## config.mk

```make
export PLATFORM = sky130hd
export DESIGN_NAME = elevator_dispatch_scorer_unit
export DESIGN_NICKNAME = d
export VERILOG_FILES = /design/src/hdl/edsu_pkg.sv /design/src/hdl/edsu_car_table.sv /design/src/hdl/edsu_ctrl.sv /design/src/hdl/elevator_dispatch_scorer_unit.sv
export SDC_FILE = /design/constraint.sdc
export NUM_CORES = 1
export LEC_CHECK = 0
export BUFFER_PORTS_ARGS = -buffer_cell sky130_fd_sc_hd__buf_2
export CORE_MARGIN = 1.5
export CORE_UTILIZATION = 37
export DETAILED_ROUTE_END_ITERATION = 16
export PLACE_DENSITY = 0.55
export SETUP_SLACK_MARGIN = 0.15
export SLEW_MARGIN = 20
export SYNTH_ARGS = -nofsm -noshare
export SYNTH_HDL_FRONTEND = slang
export SYNTH_HIERARCHICAL = 1
export SYNTH_SLANG_ARGS = --single-unit
```

## constraint.sdc

```tcl
create_clock -name clk -period 5.78 [get_ports clk]
set_clock_uncertainty 0.2 [all_clocks]
set_input_delay 0.867 -clock clk [delete_from_list [all_inputs] [get_ports clk]]
set_output_delay 0.867 -clock clk [all_outputs]
set_load 0.03 [all_outputs]
```

## src/hdl/edsu_pkg.sv

```systemverilog
// ----------------------------------------------------------------------------
// Elevator dispatch scorer package
// Shared constants, codes, request and result types and the car score function.
// ----------------------------------------------------------------------------
package edsu_pkg;

  localparam int MAX_CARS   = 8;
  localparam int FLOOR_BITS = 6;
  localparam int CAR_AW     = (MAX_CARS > 1) ? $clog2(MAX_CARS) : 1;
  localparam int CNT_W      = $clog2(MAX_CARS + 1);
  localparam int SCORE_W    = 8;
  localparam int SCORE_CAP  = 254;
  localparam int COUNT_W    = 8;

  localparam logic [SCORE_W-1:0]    SCORE_BROKEN = SCORE_W'(255);
  localparam logic [FLOOR_BITS-1:0] FLOOR_RESET  = FLOOR_BITS'(1);
  localparam logic [COUNT_W-1:0]    COUNT_MAX    = COUNT_W'(255);

  typedef enum logic [2:0] {
    ACT_STATUS,
    ACT_HALL,
    ACT_BROKEN,
    ACT_JAM,
    ACT_TICK
  } action_t;

  typedef enum logic [1:0] {
    MOT_IDLE,
    MOT_UP,
    MOT_DOWN,
    MOT_BROKEN
  } motion_t;

  typedef enum logic [1:0] {
    KIND_DISPATCH,
    KIND_BROKEN,
    KIND_JAM,
    KIND_ALL_IDLE
  } kind_t;

  typedef enum logic {
    CFG_CAR_COUNT,
    CFG_IDLE_LIMIT
  } cfg_index_t;

  typedef enum logic [1:0] {
    ST_IDLE,
    ST_SCAN,
    ST_EMIT
  } state_t;

  typedef struct packed {
    logic [2:0]            action;
    logic [2:0]            car_id;
    logic [FLOOR_BITS-1:0] floor;
    logic [1:0]            motion;
    logic                  up_button;
    logic [FLOOR_BITS-1:0] dest_floor;
  } in_item_t;

  typedef struct packed {
    logic [1:0]            kind;
    logic [2:0]            target_car;
    logic [1:0]            command_motion;
    logic [FLOOR_BITS-1:0] target_floor;
    logic [FLOOR_BITS-1:0] target_dest;
    logic                  door_jam;
    logic [SCORE_W-1:0]    best_score;
  } out_item_t;

  typedef struct packed {
    logic                  we_floor;
    logic                  we_motion;
    logic [CAR_AW-1:0]     waddr;
    logic [FLOOR_BITS-1:0] wfloor;
    logic [1:0]            wmotion;
    logic                  re;
    logic [CAR_AW-1:0]     raddr;
  } tbl_req_t;

  typedef struct packed {
    logic      valid;
    out_item_t item;
  } res_t;

  function automatic logic [SCORE_W-1:0] car_score(
    input logic [FLOOR_BITS-1:0] cf,
    input logic [1:0]            mo,
    input logic [FLOOR_BITS-1:0] hall,
    input logic                  up
  );
    logic [FLOOR_BITS-1:0] d;
    logic [FLOOR_BITS+1:0] s;
    logic [SCORE_W-1:0]    res;
    d = (cf > hall) ? (cf - hall) : (hall - cf);
    if (mo == MOT_IDLE) begin
      s = {1'b0, d, 1'b0};
    end else if ((mo == MOT_UP && hall > cf && up) ||
                 (mo == MOT_DOWN && hall < cf && !up)) begin
      s = {2'b00, d};
    end else begin
      s = {d, 2'b00};
    end
    if (mo == MOT_BROKEN) begin
      res = SCORE_BROKEN;
    end else if (s > SCORE_CAP) begin
      res = SCORE_W'(SCORE_CAP);
    end else begin
      res = SCORE_W'(s);
    end
    return res;
  endfunction

endpackage

```

## src/hdl/edsu_car_table.sv

```systemverilog
// ----------------------------------------------------------------------------
// Car table
// Floor and motion memories with a registered read; unwritten
// entries read as floor one and idle.
// ----------------------------------------------------------------------------
module edsu_car_table (
  input  logic                            clk,
  input  logic                            rst_n,
  input  edsu_pkg::tbl_req_t              req,
  output logic [edsu_pkg::FLOOR_BITS-1:0] rd_floor,
  output logic [1:0]                      rd_motion
);

  logic [edsu_pkg::FLOOR_BITS-1:0] floor_mem_r  [edsu_pkg::MAX_CARS];
  logic [1:0]                      motion_mem_r [edsu_pkg::MAX_CARS];
  logic [edsu_pkg::MAX_CARS-1:0]   fvalid_r;
  logic [edsu_pkg::MAX_CARS-1:0]   mvalid_r;
  logic [edsu_pkg::FLOOR_BITS-1:0] rd_floor_r;
  logic [1:0]                      rd_motion_r;
  logic                            rd_fvalid_r;
  logic                            rd_mvalid_r;

  always_ff @(posedge clk) begin
    if (req.we_floor) begin
      floor_mem_r[req.waddr] <= req.wfloor;
    end
    if (req.we_motion) begin
      motion_mem_r[req.waddr] <= req.wmotion;
    end
    if (req.re) begin
      rd_floor_r  <= floor_mem_r[req.raddr];
      rd_motion_r <= motion_mem_r[req.raddr];
      rd_fvalid_r <= fvalid_r[req.raddr];
      rd_mvalid_r <= mvalid_r[req.raddr];
    end
  end

  always_ff @(posedge clk) begin
    if (!rst_n) begin
      fvalid_r <= '0;
      mvalid_r <= '0;
    end else begin
      if (req.we_floor) begin
        fvalid_r[req.waddr] <= 1'b1;
      end
      if (req.we_motion) begin
        mvalid_r[req.waddr] <= 1'b1;
      end
    end
  end

  assign rd_floor  = rd_fvalid_r ? rd_floor_r : edsu_pkg::FLOOR_RESET;
  assign rd_motion = rd_mvalid_r ? rd_motion_r : edsu_pkg::MOT_IDLE;

endmodule

```

## src/hdl/edsu_ctrl.sv

```systemverilog
// ----------------------------------------------------------------------------
// Dispatch controller
// Request decode, table scan with score compare, idle tracking and result
// hand-off to the output register.
// ----------------------------------------------------------------------------
module edsu_ctrl (
  input  logic                            clk,
  input  logic                            rst_n,
  input  logic                            in_valid,
  output logic                            in_stall,
  input  edsu_pkg::in_item_t              in_data,
  input  logic [3:0]                      car_count,
  input  logic [edsu_pkg::COUNT_W-1:0]    idle_limit,
  output edsu_pkg::tbl_req_t              tbl_req,
  input  logic [edsu_pkg::FLOOR_BITS-1:0] rd_floor,
  input  logic [1:0]                      rd_motion,
  output edsu_pkg::res_t                  res,
  input  logic                            res_take
);

  edsu_pkg::state_t               state_r, state_nxt;
  edsu_pkg::in_item_t             req_r, req_nxt;
  logic [edsu_pkg::CNT_W-1:0]     iss_r, iss_nxt;
  logic                           rdv_r, rdv_nxt;
  logic [edsu_pkg::CAR_AW-1:0]    rdi_r, rdi_nxt;
  logic [edsu_pkg::SCORE_W-1:0]   best_r, best_nxt;
  logic [edsu_pkg::CAR_AW-1:0]    best_idx_r, best_idx_nxt;
  logic                           all_idle_r, all_idle_nxt;
  logic [edsu_pkg::COUNT_W-1:0]   idle_count_r, idle_count_nxt;
  logic                           idle_tracking_r, idle_tracking_nxt;
  logic                           idle_reported_r, idle_reported_nxt;
  edsu_pkg::out_item_t            res_item_r, res_item_nxt;
  logic [edsu_pkg::CNT_W-1:0]     n_cars;
  logic [edsu_pkg::SCORE_W-1:0]   score;
  logic [edsu_pkg::COUNT_W-1:0]   count_inc;

  always_comb begin
    if (car_count == 4'd0) begin
      n_cars = edsu_pkg::CNT_W'(1);
    end else if (car_count > edsu_pkg::MAX_CARS) begin
      n_cars = edsu_pkg::CNT_W'(edsu_pkg::MAX_CARS);
    end else begin
      n_cars = edsu_pkg::CNT_W'(car_count);
    end
  end

  assign score = edsu_pkg::car_score(rd_floor, rd_motion, req_r.floor, req_r.up_button);
  assign count_inc = (idle_count_r == edsu_pkg::COUNT_MAX) ? idle_count_r
                                                           : idle_count_r + 1'b1;

  always_ff @(posedge clk) begin
    if (!rst_n) begin
      state_r         <= edsu_pkg::ST_IDLE;
      rdv_r           <= 1'b0;
      idle_count_r    <= '0;
      idle_tracking_r <= 1'b0;
      idle_reported_r <= 1'b0;
    end else begin
      state_r         <= state_nxt;
      rdv_r           <= rdv_nxt;
      idle_count_r    <= idle_count_nxt;
      idle_tracking_r <= idle_tracking_nxt;
      idle_reported_r <= idle_reported_nxt;
    end
  end

  always_ff @(posedge clk) begin
    req_r      <= req_nxt;
    iss_r      <= iss_nxt;
    rdi_r      <= rdi_nxt;
    best_r     <= best_nxt;
    best_idx_r <= best_idx_nxt;
    all_idle_r <= all_idle_nxt;
    res_item_r <= res_item_nxt;
  end

  always_comb begin
    state_nxt         = state_r;
    req_nxt           = req_r;
    iss_nxt           = iss_r;
    rdv_nxt           = 1'b0;
    rdi_nxt           = rdi_r;
    best_nxt          = best_r;
    best_idx_nxt      = best_idx_r;
    all_idle_nxt      = all_idle_r;
    idle_count_nxt    = idle_count_r;
    idle_tracking_nxt = idle_tracking_r;
    idle_reported_nxt = idle_reported_r;
    res_item_nxt      = res_item_r;
    tbl_req           = '0;
    in_stall          = (state_r != edsu_pkg::ST_IDLE);
    res.valid         = 1'b0;
    res.item          = res_item_r;

    case (state_r)
      edsu_pkg::ST_IDLE: begin
        tbl_req.waddr   = edsu_pkg::CAR_AW'(in_data.car_id);
        tbl_req.wfloor  = in_data.floor;
        tbl_req.wmotion = in_data.motion;
        if (in_valid) begin
          req_nxt = in_data;
          case (edsu_pkg::action_t'(in_data.action))
            edsu_pkg::ACT_STATUS: begin
              if (in_data.car_id < edsu_pkg::MAX_CARS) begin
                tbl_req.we_floor  = 1'b1;
                tbl_req.we_motion = 1'b1;
              end
            end
            edsu_pkg::ACT_HALL, edsu_pkg::ACT_TICK: begin
              iss_nxt      = '0;
              all_idle_nxt = 1'b1;
              best_nxt     = edsu_pkg::SCORE_BROKEN;
              best_idx_nxt = '0;
              state_nxt    = edsu_pkg::ST_SCAN;
            end
            edsu_pkg::ACT_BROKEN: begin
              if (in_data.car_id < edsu_pkg::MAX_CARS) begin
                tbl_req.we_motion = 1'b1;
                tbl_req.wmotion   = edsu_pkg::MOT_BROKEN;
              end
              res_item_nxt                = '0;
              res_item_nxt.kind           = edsu_pkg::KIND_BROKEN;
              res_item_nxt.target_car     = in_data.car_id;
              res_item_nxt.command_motion = edsu_pkg::MOT_BROKEN;
              state_nxt                   = edsu_pkg::ST_EMIT;
            end
            edsu_pkg::ACT_JAM: begin
              res_item_nxt            = '0;
              res_item_nxt.kind       = edsu_pkg::KIND_JAM;
              res_item_nxt.target_car = in_data.car_id;
              res_item_nxt.door_jam   = 1'b1;
              state_nxt               = edsu_pkg::ST_EMIT;
            end
            default: begin
            end
          endcase
        end
      end

      edsu_pkg::ST_SCAN: begin
        if (iss_r < n_cars) begin
          tbl_req.re    = 1'b1;
          tbl_req.raddr = iss_r[edsu_pkg::CAR_AW-1:0];
          iss_nxt       = iss_r + 1'b1;
          rdv_nxt       = 1'b1;
          rdi_nxt       = iss_r[edsu_pkg::CAR_AW-1:0];
        end
        if (rdv_r) begin
          if (rdi_r == '0 || score < best_r) begin
            best_nxt     = score;
            best_idx_nxt = rdi_r;
          end
          if (rd_motion != edsu_pkg::MOT_IDLE) begin
            all_idle_nxt = 1'b0;
          end
        end else if (iss_r == n_cars) begin
          if (edsu_pkg::action_t'(req_r.action) == edsu_pkg::ACT_HALL) begin
            res_item_nxt                = '0;
            res_item_nxt.kind           = edsu_pkg::KIND_DISPATCH;
            res_item_nxt.target_car     = 3'(best_idx_r);
            res_item_nxt.command_motion = req_r.up_button ? edsu_pkg::MOT_UP
                                                          : edsu_pkg::MOT_DOWN;
            res_item_nxt.target_floor   = req_r.floor;
            res_item_nxt.target_dest    = req_r.dest_floor;
            res_item_nxt.best_score     = best_r;
            state_nxt                   = edsu_pkg::ST_EMIT;
          end else if (!all_idle_r) begin
            idle_tracking_nxt = 1'b0;
            state_nxt         = edsu_pkg::ST_IDLE;
          end else if (!idle_tracking_r) begin
            idle_tracking_nxt = 1'b1;
            idle_count_nxt    = '0;
            state_nxt         = edsu_pkg::ST_IDLE;
          end else begin
            idle_count_nxt = count_inc;
            if (count_inc >= idle_limit && !idle_reported_r) begin
              idle_reported_nxt = 1'b1;
              res_item_nxt      = '0;
              res_item_nxt.kind = edsu_pkg::KIND_ALL_IDLE;
              state_nxt         = edsu_pkg::ST_EMIT;
            end else begin
              state_nxt = edsu_pkg::ST_IDLE;
            end
          end
        end
      end

      edsu_pkg::ST_EMIT: begin
        res.valid = 1'b1;
        if (res_take) begin
          state_nxt = edsu_pkg::ST_IDLE;
        end
      end

      default: begin
        state_nxt = edsu_pkg::ST_IDLE;
      end
    endcase
  end

endmodule

```

## src/hdl/elevator_dispatch_scorer_unit.sv

```systemverilog
// ----------------------------------------------------------------------------
// Elevator dispatch scorer unit
// Keeps the floor and direction of each car and answers hall calls with the
// nearest suitable car.
// Requests enter on in_valid/in_stall with one in_data item; commands leave on
// out_valid/out_stall through a one-entry output register. Requests are taken
// one at a time. A status update gives no result; a fault or door jam request
// loads its command into the result register on acceptance. A hall call or
// tick scans the car table one entry per cycle through the memory read port.
// Configuration writes on cfg_we/cfg_addr/cfg_wdata are registered; the user
// must make them only while idle, as the block itself does not enforce that.
// Reset is synchronous: every car reads as floor one and idle, idle tracking
// is cleared, car_count returns to 4 and idle_limit to 50. While the
// receiver stalls, the result stays in the output register and the next
// request waiting to give a result is held off.
// ----------------------------------------------------------------------------
module elevator_dispatch_scorer_unit (
  input  logic                clk,
  input  logic                rst_n,
  input  logic                in_valid,
  output logic                in_stall,
  input  edsu_pkg::in_item_t  in_data,
  output logic                out_valid,
  input  logic                out_stall,
  output edsu_pkg::out_item_t out_data,
  input  logic                cfg_we,
  input  logic                cfg_addr,
  input  logic [7:0]          cfg_wdata
);

  logic [3:0]                      car_count_r;
  logic [edsu_pkg::COUNT_W-1:0]    idle_limit_r;
  edsu_pkg::tbl_req_t              tbl_req;
  logic [edsu_pkg::FLOOR_BITS-1:0] rd_floor;
  logic [1:0]                      rd_motion;
  edsu_pkg::res_t                  res;
  logic                            slot_free;
  logic                            out_valid_r;
  edsu_pkg::out_item_t             out_data_r;

  always_ff @(posedge clk) begin
    if (!rst_n) begin
      car_count_r  <= 4'd4;
      idle_limit_r <= edsu_pkg::COUNT_W'(50);
    end else if (cfg_we) begin
      case (edsu_pkg::cfg_index_t'(cfg_addr))
        edsu_pkg::CFG_CAR_COUNT:  car_count_r  <= cfg_wdata[3:0];
        edsu_pkg::CFG_IDLE_LIMIT: idle_limit_r <= cfg_wdata[edsu_pkg::COUNT_W-1:0];
        default: begin
        end
      endcase
    end
  end

  edsu_car_table u_table (
    .clk       (clk),
    .rst_n     (rst_n),
    .req       (tbl_req),
    .rd_floor  (rd_floor),
    .rd_motion (rd_motion)
  );

  edsu_ctrl u_ctrl (
    .clk        (clk),
    .rst_n      (rst_n),
    .in_valid   (in_valid),
    .in_stall   (in_stall),
    .in_data    (in_data),
    .car_count  (car_count_r),
    .idle_limit (idle_limit_r),
    .tbl_req    (tbl_req),
    .rd_floor   (rd_floor),
    .rd_motion  (rd_motion),
    .res        (res),
    .res_take   (slot_free)
  );

  assign slot_free = !out_valid_r || !out_stall;

  always_ff @(posedge clk) begin
    if (!rst_n) begin
      out_valid_r <= 1'b0;
    end else if (slot_free) begin
      out_valid_r <= res.valid;
    end
  end

  always_ff @(posedge clk) begin
    if (slot_free && res.valid) begin
      out_data_r <= res.item;
    end
  end

  assign out_valid = out_valid_r;
  assign out_data  = out_data_r;

`ifndef SYNTHESIS
  a_res_held: assert property (@(posedge clk) disable iff (!rst_n)
    res.valid && !slot_free |=> res.valid && $stable(res.item))
    else $error("result dropped while the output register was full");

  a_dispatch_dir: assert property (@(posedge clk) disable iff (!rst_n)
    out_valid && out_data.kind == edsu_pkg::KIND_DISPATCH |->
      out_data.command_motion == edsu_pkg::MOT_UP ||
      out_data.command_motion == edsu_pkg::MOT_DOWN)
    else $error("dispatch without an up or down direction");

  a_nondispatch_clear: assert property (@(posedge clk) disable iff (!rst_n)
    out_valid && out_data.kind != edsu_pkg::KIND_DISPATCH |->
      out_data.best_score == '0 && out_data.target_floor == '0 &&
      out_data.target_dest == '0)
    else $error("dispatch fields set on a non-dispatch command");

  a_no_accept_busy: assert property (@(posedge clk) disable iff (!rst_n)
    res.valid |-> in_stall)
    else $error("request taken while a result is pending");
`endif

endmodule
```

# Word level (Yosys, flattened, before mapping)
# Memory sizes are Yosys's and may differ from the RTL's. A register that Yosys moved wholly into a read port is not among the register bits.
# Cells that the tools add are included.
[word_totals]
register_bits = 135
latch_bits = 0
ram_bits = 64
mem_bits_ro = 0
inputBits = 35
memories = 2
[mem_list]
columns = ["memory", "depth", "width", "rd", "rd_ports_with_merged_regs", "wr", "line_no", "source"]
rows = [
  ["u_table.floor_mem_r", 8, 6, 1, 1, 1, "edsu_car_table.sv:14", "logic [edsu_pkg::FLOOR_BITS-1:0] floor_mem_r [edsu_pkg::MAX_CARS];"],
  ["u_table.motion_mem_r", 8, 2, 1, 1, 1, "edsu_car_table.sv:15", "logic [1:0] motion_mem_r [edsu_pkg::MAX_CARS];"],
]
[op_classes]
add_sub_neg = 4
multipliers = 0
div = 0
order_cmp = 11
n_eq_ne = 26
n_shift = 0
mux = 71
bitwise = 5
reduce_logical = 38
[ops]
columns = ["cell", "count"]
rows = [
  ["28-bit two-way mux", 7],
  ["28-bit one-hot mux with 2 select lines", 2],
  ["8-bit two-way mux", 10],
  ["4-bit two-way mux", 7],
  ["2-bit two-way mux", 13],
  ["5-bit AND reduction", 4],
  ["1-bit two-way mux", 16],
  ["8-bit OR", 2],
  ["8-bit one-hot mux with 2 select lines", 1],
  ["13-bit two-way mux", 1],
  ["6-bit > comparator", 2],
  ["3-bit two-way mux", 4],
  ["6-bit two-way mux", 2],
  ["6-bit subtractor", 2],
  ["2-bit by 1-bit inequality test with 1-bit output, second input constant", 5],
  ["2-bit AND reduction", 5],
  ["3-bit by 1-bit inequality test with 1-bit output, second input constant", 3],
  ["8-bit by 1-bit adder with 8-bit output, second input constant", 1],
  ["8-bit equality test, second input constant", 1],
  ["8-bit greater-or-equal comparator", 1],
  ["8-bit > comparator, second input constant", 1],
  ["3-bit by 4-bit < comparator with 1-bit output, second input constant", 2],
  ["8-bit < comparator", 1],
  ["2-bit inequality test, second input constant", 4],
  ["31 further kinds", 58],
]

# Longest topological paths before layout
[depth]
word_depth = 15
depth_mapped = 18
ltp_nobuf = 18

# Hierarchy
# Netlist, hierarchy kept.
[modules_own_cells]
columns = ["mod", "instances", "cells_per_inst", "area_each_um2", "seq_area_each_um2"]
rows = [
  ["edsu_ctrl", 1, 439, 4435.5, 2152.1],
  ["edsu_car_table", 1, 170, 3570.9, 2542.4],
  ["elevator_dispatch_scorer_unit", 1, 86, 1368.8, 1101.1],
]

# Worst setup path before layout
# No wires, ideal clock.
[synth_timing]
kind = "register to register"
start = "reg u_table.rd_fvalid_r"
end = "reg u_ctrl/best_idx_r[0] (netlist name) (enable)"
setup_time_ns = 0.408
arrival_ns = 4.422
required_time_ns = 5.172
slack_ns = 0.750
stages_incl_launch_ff = 16
cell_sequence = "edfxtp_1 -> nand2b_1 -> ha_1 -> inv_1 -> fa_1 -> a21o_1 -> a221oi_1 -> mux2i_1 -> a32o_1 -> nor2_1 -> ha_1 -> a21o_1 -> a21o_1 -> a21oi_1 -> nor2_1 -> nor4_1"
[synth_between]
elab_chain_cells = 14
[synth_lines]
columns = ["element", "line_no", "source"]
rows = [
  ["from (decl)", "edsu_car_table.sv:20", "logic rd_fvalid_r;"],
  ["from (signal assigned)", "edsu_car_table.sv:33", "rd_fvalid_r <= fvalid_r[req.raddr];"],
  ["6-bit two-way mux (*)", "edsu_car_table.sv:52", "assign rd_floor = rd_fvalid_r ? rd_floor_r : edsu_pkg::FLOOR_RESET;"],
  ["via rd_floor (one bit)", "elevator_dispatch_scorer_unit.sv:34", "logic [edsu_pkg::FLOOR_BITS-1:0] rd_floor;"],
  ["6-bit > comparator or 6-bit < comparator (tied branches)", "edsu_pkg.sv:98, edsu_pkg.sv:99", ""],
  ["1-bit logical AND, on equally long branches (2 in series)", "edsu_pkg.sv:98, edsu_pkg.sv:99", ""],
  ["1-bit logical OR", "edsu_pkg.sv:98", "end else if ((mo == MOT_UP && hall > cf && up) ||"],
  ["8-bit two-way mux", "edsu_pkg.sv:98", ""],
  ["8-bit two-way mux (*)", "edsu_pkg.sv:96", "if (mo == MOT_IDLE) begin"],
  ["8-bit > comparator", "edsu_pkg.sv:106", "end else if (s > SCORE_CAP) begin"],
  ["8-bit two-way mux (*)", "edsu_pkg.sv:106", ""],
  ["8-bit two-way mux (*)", "edsu_pkg.sv:104", "if (mo == MOT_BROKEN) begin"],
  ["via u_ctrl.score (one bit)", "edsu_ctrl.sv:34", "logic [edsu_pkg::SCORE_W-1:0] score;"],
  ["8-bit < comparator (*)", "edsu_ctrl.sv:149", "if (rdi_r == '0 || score < best_r) begin"],
  ["1-bit logical OR (*)", "edsu_ctrl.sv:149", ""],
  ["2-bit by 1-bit inequality test with 1-bit output (no line) (*)", "-", ""],
  ["5-bit AND reduction (no line) (*)", "-", ""],
  ["to (signal assigned)", "edsu_ctrl.sv:72", "best_idx_r <= best_idx_nxt;"],
  ["to (decl)", "edsu_ctrl.sv:27", "logic [edsu_pkg::CAR_AW-1:0] best_idx_r, best_idx_nxt;"],
]
# The timed path passes the listed nets; every way through them passes the cells marked *.
# A chain may end at the register's enable or synchronous reset.

# Final worst setup path
[layout_timing]
start = "reg u_table.rd_fvalid_r"
end = "reg u_ctrl/best_r[7] (netlist name) (enable)"
[layout_between]
elab_chain_cells = 14
[layout_lines]
columns = ["element", "line_no", "source"]
rows = [
  ["6-bit two-way mux (*)", "edsu_car_table.sv:52", ""],
  ["via rd_floor (one bit)", "elevator_dispatch_scorer_unit.sv:34", ""],
  ["6-bit > comparator or 6-bit < comparator (tied branches)", "edsu_pkg.sv:98, edsu_pkg.sv:99", ""],
  ["1-bit logical AND, on equally long branches (2 in series)", "edsu_pkg.sv:98, edsu_pkg.sv:99", ""],
  ["1-bit logical OR", "edsu_pkg.sv:98", ""],
  ["8-bit two-way mux", "edsu_pkg.sv:98", ""],
  ["8-bit two-way mux (*)", "edsu_pkg.sv:96", ""],
  ["8-bit > comparator", "edsu_pkg.sv:106", ""],
  ["8-bit two-way mux (*)", "edsu_pkg.sv:106", ""],
  ["8-bit two-way mux (*)", "edsu_pkg.sv:104", ""],
  ["via u_ctrl.score (one bit)", "edsu_ctrl.sv:34", ""],
  ["8-bit < comparator (*)", "edsu_ctrl.sv:149", ""],
  ["1-bit logical OR (*)", "edsu_ctrl.sv:149", ""],
  ["2-bit by 1-bit inequality test with 1-bit output (no line) (*)", "-", ""],
  ["5-bit AND reduction (no line) (*)", "-", ""],
  ["to (signal assigned)", "edsu_ctrl.sv:71", "best_r <= best_nxt;"],
  ["to (decl)", "edsu_ctrl.sv:26", "logic [edsu_pkg::SCORE_W-1:0] best_r, best_nxt;"],
]
# Marks and branches as above.

==> results_dict.tcl <==
set metrics [dict create \
    h-tree-depth 1 \
    hold_buffers 0 \
    tightest_slew_ns 0.999 \
    mappedNetlistArea_um2 9380 \
    die_x_um 162 \
    critPathKind "reg -> reg" \
    start_kind "flop" \
    crit_top_cell "a21o_1" \
    multiInputGateArea_um2 3260 \
    crit_fanout 11 \
    grt_setup_unrepaired "no" \
    port-buffer-count 64 \
    synth-simple-area-share 0.128 \
    min_from "u_ctrl/res[13]" \
    path_buf_inv 2 \
    fin_crit_ns 4.62 \
    clock_latency_ns 0.50 \
    start_util 0.374 \
    critPathTopFamily "compound AO/OA/AOI/OAI gates" \
    synth.net_count 765 \
    final-setup-viol-count 0 \
    drive_gt1_frac 0.175 \
    synth_top_family_by_area "simple AND/OR/NAND/NOR gates" \
    synth_cells 695 \
    r2r_start "u_table/rd_fvalid_r" \
    syn_area_per_cell_um2 13.5 \
    yosysWarnings 6 \
    netlist_top_cells_count "165 x edfxtp_1, 48 x inv_1, 42 x dfxtp_1" \
    power_density_nw_per_um2 310 \
    nNetsFinal 831 \
    placed_area_um2 10000 \
    required_ns 5.78 \
    core-area_um2 25000 \
    slew_violations 0 \
    grt_pass1_wl_um 28600 \
    drt_pass1_iterations 4 \
    max_stage_delay_ns 0.64 \
    use_met3 0.0250 \
    synth-seq-cells 207 \
    synth-main-ff-cell "edfxtp_1" \
    hold_violations 0 \
    synth.most_common_cell "edfxtp_1" \
    dpl.cell_count 1066 \
    synth_largest_area_cell "edfxtp_1" \
    cts_tree "built" \
    rows 58 \
    r2r_slack_ns 1.16 \
    drv_cap 0 \
    hold_path_depth 0 \
    grt_max_degree 49 \
    synthXorXnorAreaFrac 0.00841 \
    fp.dieArea_um2 26300 \
    track_usage 0.138 \
    status "complete, no violations" \
    area_growth_pct 15.0 \
    post-place-ws_ns 1.22 \
    clock-root-buffer "clkbuf_16" \
    dp_hpwl_um 12800 \
    power_leakage_nw 3.99 \
    total_power_mw 3.34 \
    synth_compound_area_frac 0.0805 \
    place_congestion 0.829 \
    cp-startpoint "u_table/rd_fvalid_r" \
    ff2ff_path_depth 16 \
    synth.mux.area_fraction 0.0799 \
    viasPerCell 5.01 \
    netlist.area_leader.share 0.528 \
    ir_drop_v 0.000170 \
    synth_edf_count 165 \
    hp-class "reg -> reg" \
    fillers 2276 \
    end_kind "flop" \
    min_to "out_data[13]" \
    async_flop_share 0 \
    slowest_stage "mux2i_1" \
    synth_area_leaders "edfxtp_1 53%, dfxtp_1 9.0%, mux4_1 5.6%, ha_1 4.4%, and2_1 2.3%" \
    drc 0 \
    seq_area_um2 5800 \
    cts_setup_buffers 0 \
    cts_sinks 207 \
    num_io_pins 65 \
    clock.fmax_mhz 217 \
    rr_endpoint "u_ctrl/best_r[7]" \
    use_met2 0.240 \
    cts_buffers 23 \
    ant_nets 0 \
    drtIter0Drc 309 \
    vias 5542 \
    wirelength_um 18000 \
    clk_pin_slew_ns 0.06 \
    final_area_um2 10800 \
    crit_arrival_ns 4.61 \
    synth.distinct_cells 63 \
    antenna_found_initial 0 \
    cp_cell_sequence "nand2b_1, ha_1, inv_1, fa_1, a21o_1, a221oi_1, mux2i_1, a32o_1, nor2_1, ha_1, a21o_1, a21o_1, a21oi_1, nor2_1, nor4_2, buf_4" \
    grt_pass1_vias 5493 \
    antenna_cells 0 \
    wl_per_cell_um 16.3 \
    overflow 0 \
    stdcell_count 1107 \
    yosysSeqAreaShare 0.618 \
    period_share 0.799 \
    setup_ws_ns 1.16 \
    grt_use_met1 0.176 \
    synthAdderAreaFrac 0.0483 \
    cts.repair.resized 0 \
    die_h_um 162 \
    grt_busiest_layer "met2" \
    final.setup.tns_ns 0 \
    relSlewSlack 0.325 \
    cts.path.max_buffers 3 \
]
how the worst max path moves through the flow:
stage | slack (ns) | cells past startpoint | end
floorplan | 0.75 | 15 | u_ctrl/best_idx_r[0]
global placement | 1.27 | 16 | u_ctrl/best_idx_r[0]
detailed placement | 1.22 | 16 | u_ctrl/best_idx_r[2]
CTS | 1.18 | 16 | u_ctrl/best_r[7]
global route | 0.76 | 15 | u_ctrl/best_r[3]
finish | 1.16 | 16 | u_ctrl/best_r[7]
worst register-to-register path: stages, from the launching register on:
cell and delay [ns]:
edfxtp_1 0.44, nand2b_1 0.13, ha_1 0.18, inv_1 0.07, fa_1 0.39, a21o_1 0.21, a221oi_1 0.42, mux2i_1 0.65
a32o_1 0.30, nor2_1 0.06, ha_1 0.29, a21o_1 0.16, a21o_1 0.17, a21oi_1 0.15, nor2_1 0.06, nor4_2 0.21
buf_4 0.22
metal layers:
| metal | share of wire | wire length (µm) | vias up |
|---|---|---|---|
| met5 | 0 | 0 | - |
| met4 | 0.022 | 391 | 0 |
| met3 | 0.039 | 705 | 31 |
| met2 | 0.49 | 8790 | 100 |
| met1 | 0.45 | 8110 | 2687 |
| li1 | - | - | 2724 |
cells in the final DEF, fill, tap and decap left out, types with 12 or more instances in the layout:
| cell | instances |
|---|---|
| edfxtp_1 | 165 |
| buf_2 | 64 |
| inv_1 | 48 |
| dfxtp_1 | 42 |
| nand2_1 | 41 |
| nor2_1 | 36 |
| and2_1 | 34 |
| ha_1 | 33 |
| clkbuf_16 | 23 |
| nor3_1 | 22 |
| mux4_1 | 20 |
| a21oi_1 | 19 |
| o21a_1 | 19 |
| nand3_1 | 14 |
| nor2b_1 | 12 |
cell type report:
| cell class | count | area share |
|---|---|---|
| Inverter | 49 | 0.0171 |
| Multi-Input combinational cell | 409 | 0.303 |
| Clock buffer | 27 | 0.0548 |
| Timing Repair Buffer | 71 | 0.0346 |
| Clock inverter | 14 | 0.0147 |
| Sequential cell | 207 | 0.538 |
| Tap cell | 330 | 0.0383 |
cell families (layout without fill, tap and decap cells):
kind of cell,count (synthesis),in the layout
XOR/XNOR,9,9
AND/OR/NAND/NOR,216,216
multiplexers,41,41
flip-flops,207,207
buffers and inverters,79,161
adder cells (fa/ha/maj),35,35
AO/OA/AOI/OAI,108,108
report_power, final:
group | switching, mW | leakage [nW] | internal [mW]
logic | 0.146 | 1.79 | 0.0849
clock network | 0.573 | 0.354 | 0.869
registers | 0.0150 | 1.85 | 1.65
total | 0.734 | 3.99 | 2.60
per-stage QoR:
stage                     hold WS (ns)   util
final                            0.217  0.430
after global routing             0.223  0.430
after CTS                        0.218  0.430
after detailed placement         0.205  0.401
after global placement           0.202  0.401
after floorplan                  0.200      -
sequential cells by signal (all words and copies together), names as in the netlist, 2 cells and up:
name	count
car_count_r	4
idle_limit_r	8
out_data	28
u_ctrl/best_idx_r	3
u_ctrl/best_r	8
u_ctrl/idle_count_r	8
u_ctrl/iss_r	4
u_ctrl/rdi_r	3
u_ctrl/req_r	16
u_ctrl/res	28
u_ctrl/state_r	2
u_table/floor_mem_r	48
u_table/fvalid_r	8
u_table/motion_mem_r	16
u_table/mvalid_r	8
u_table/rd_floor_r	6
u_table/rd_motion_r	2
(Power assumes the default switching activity.)
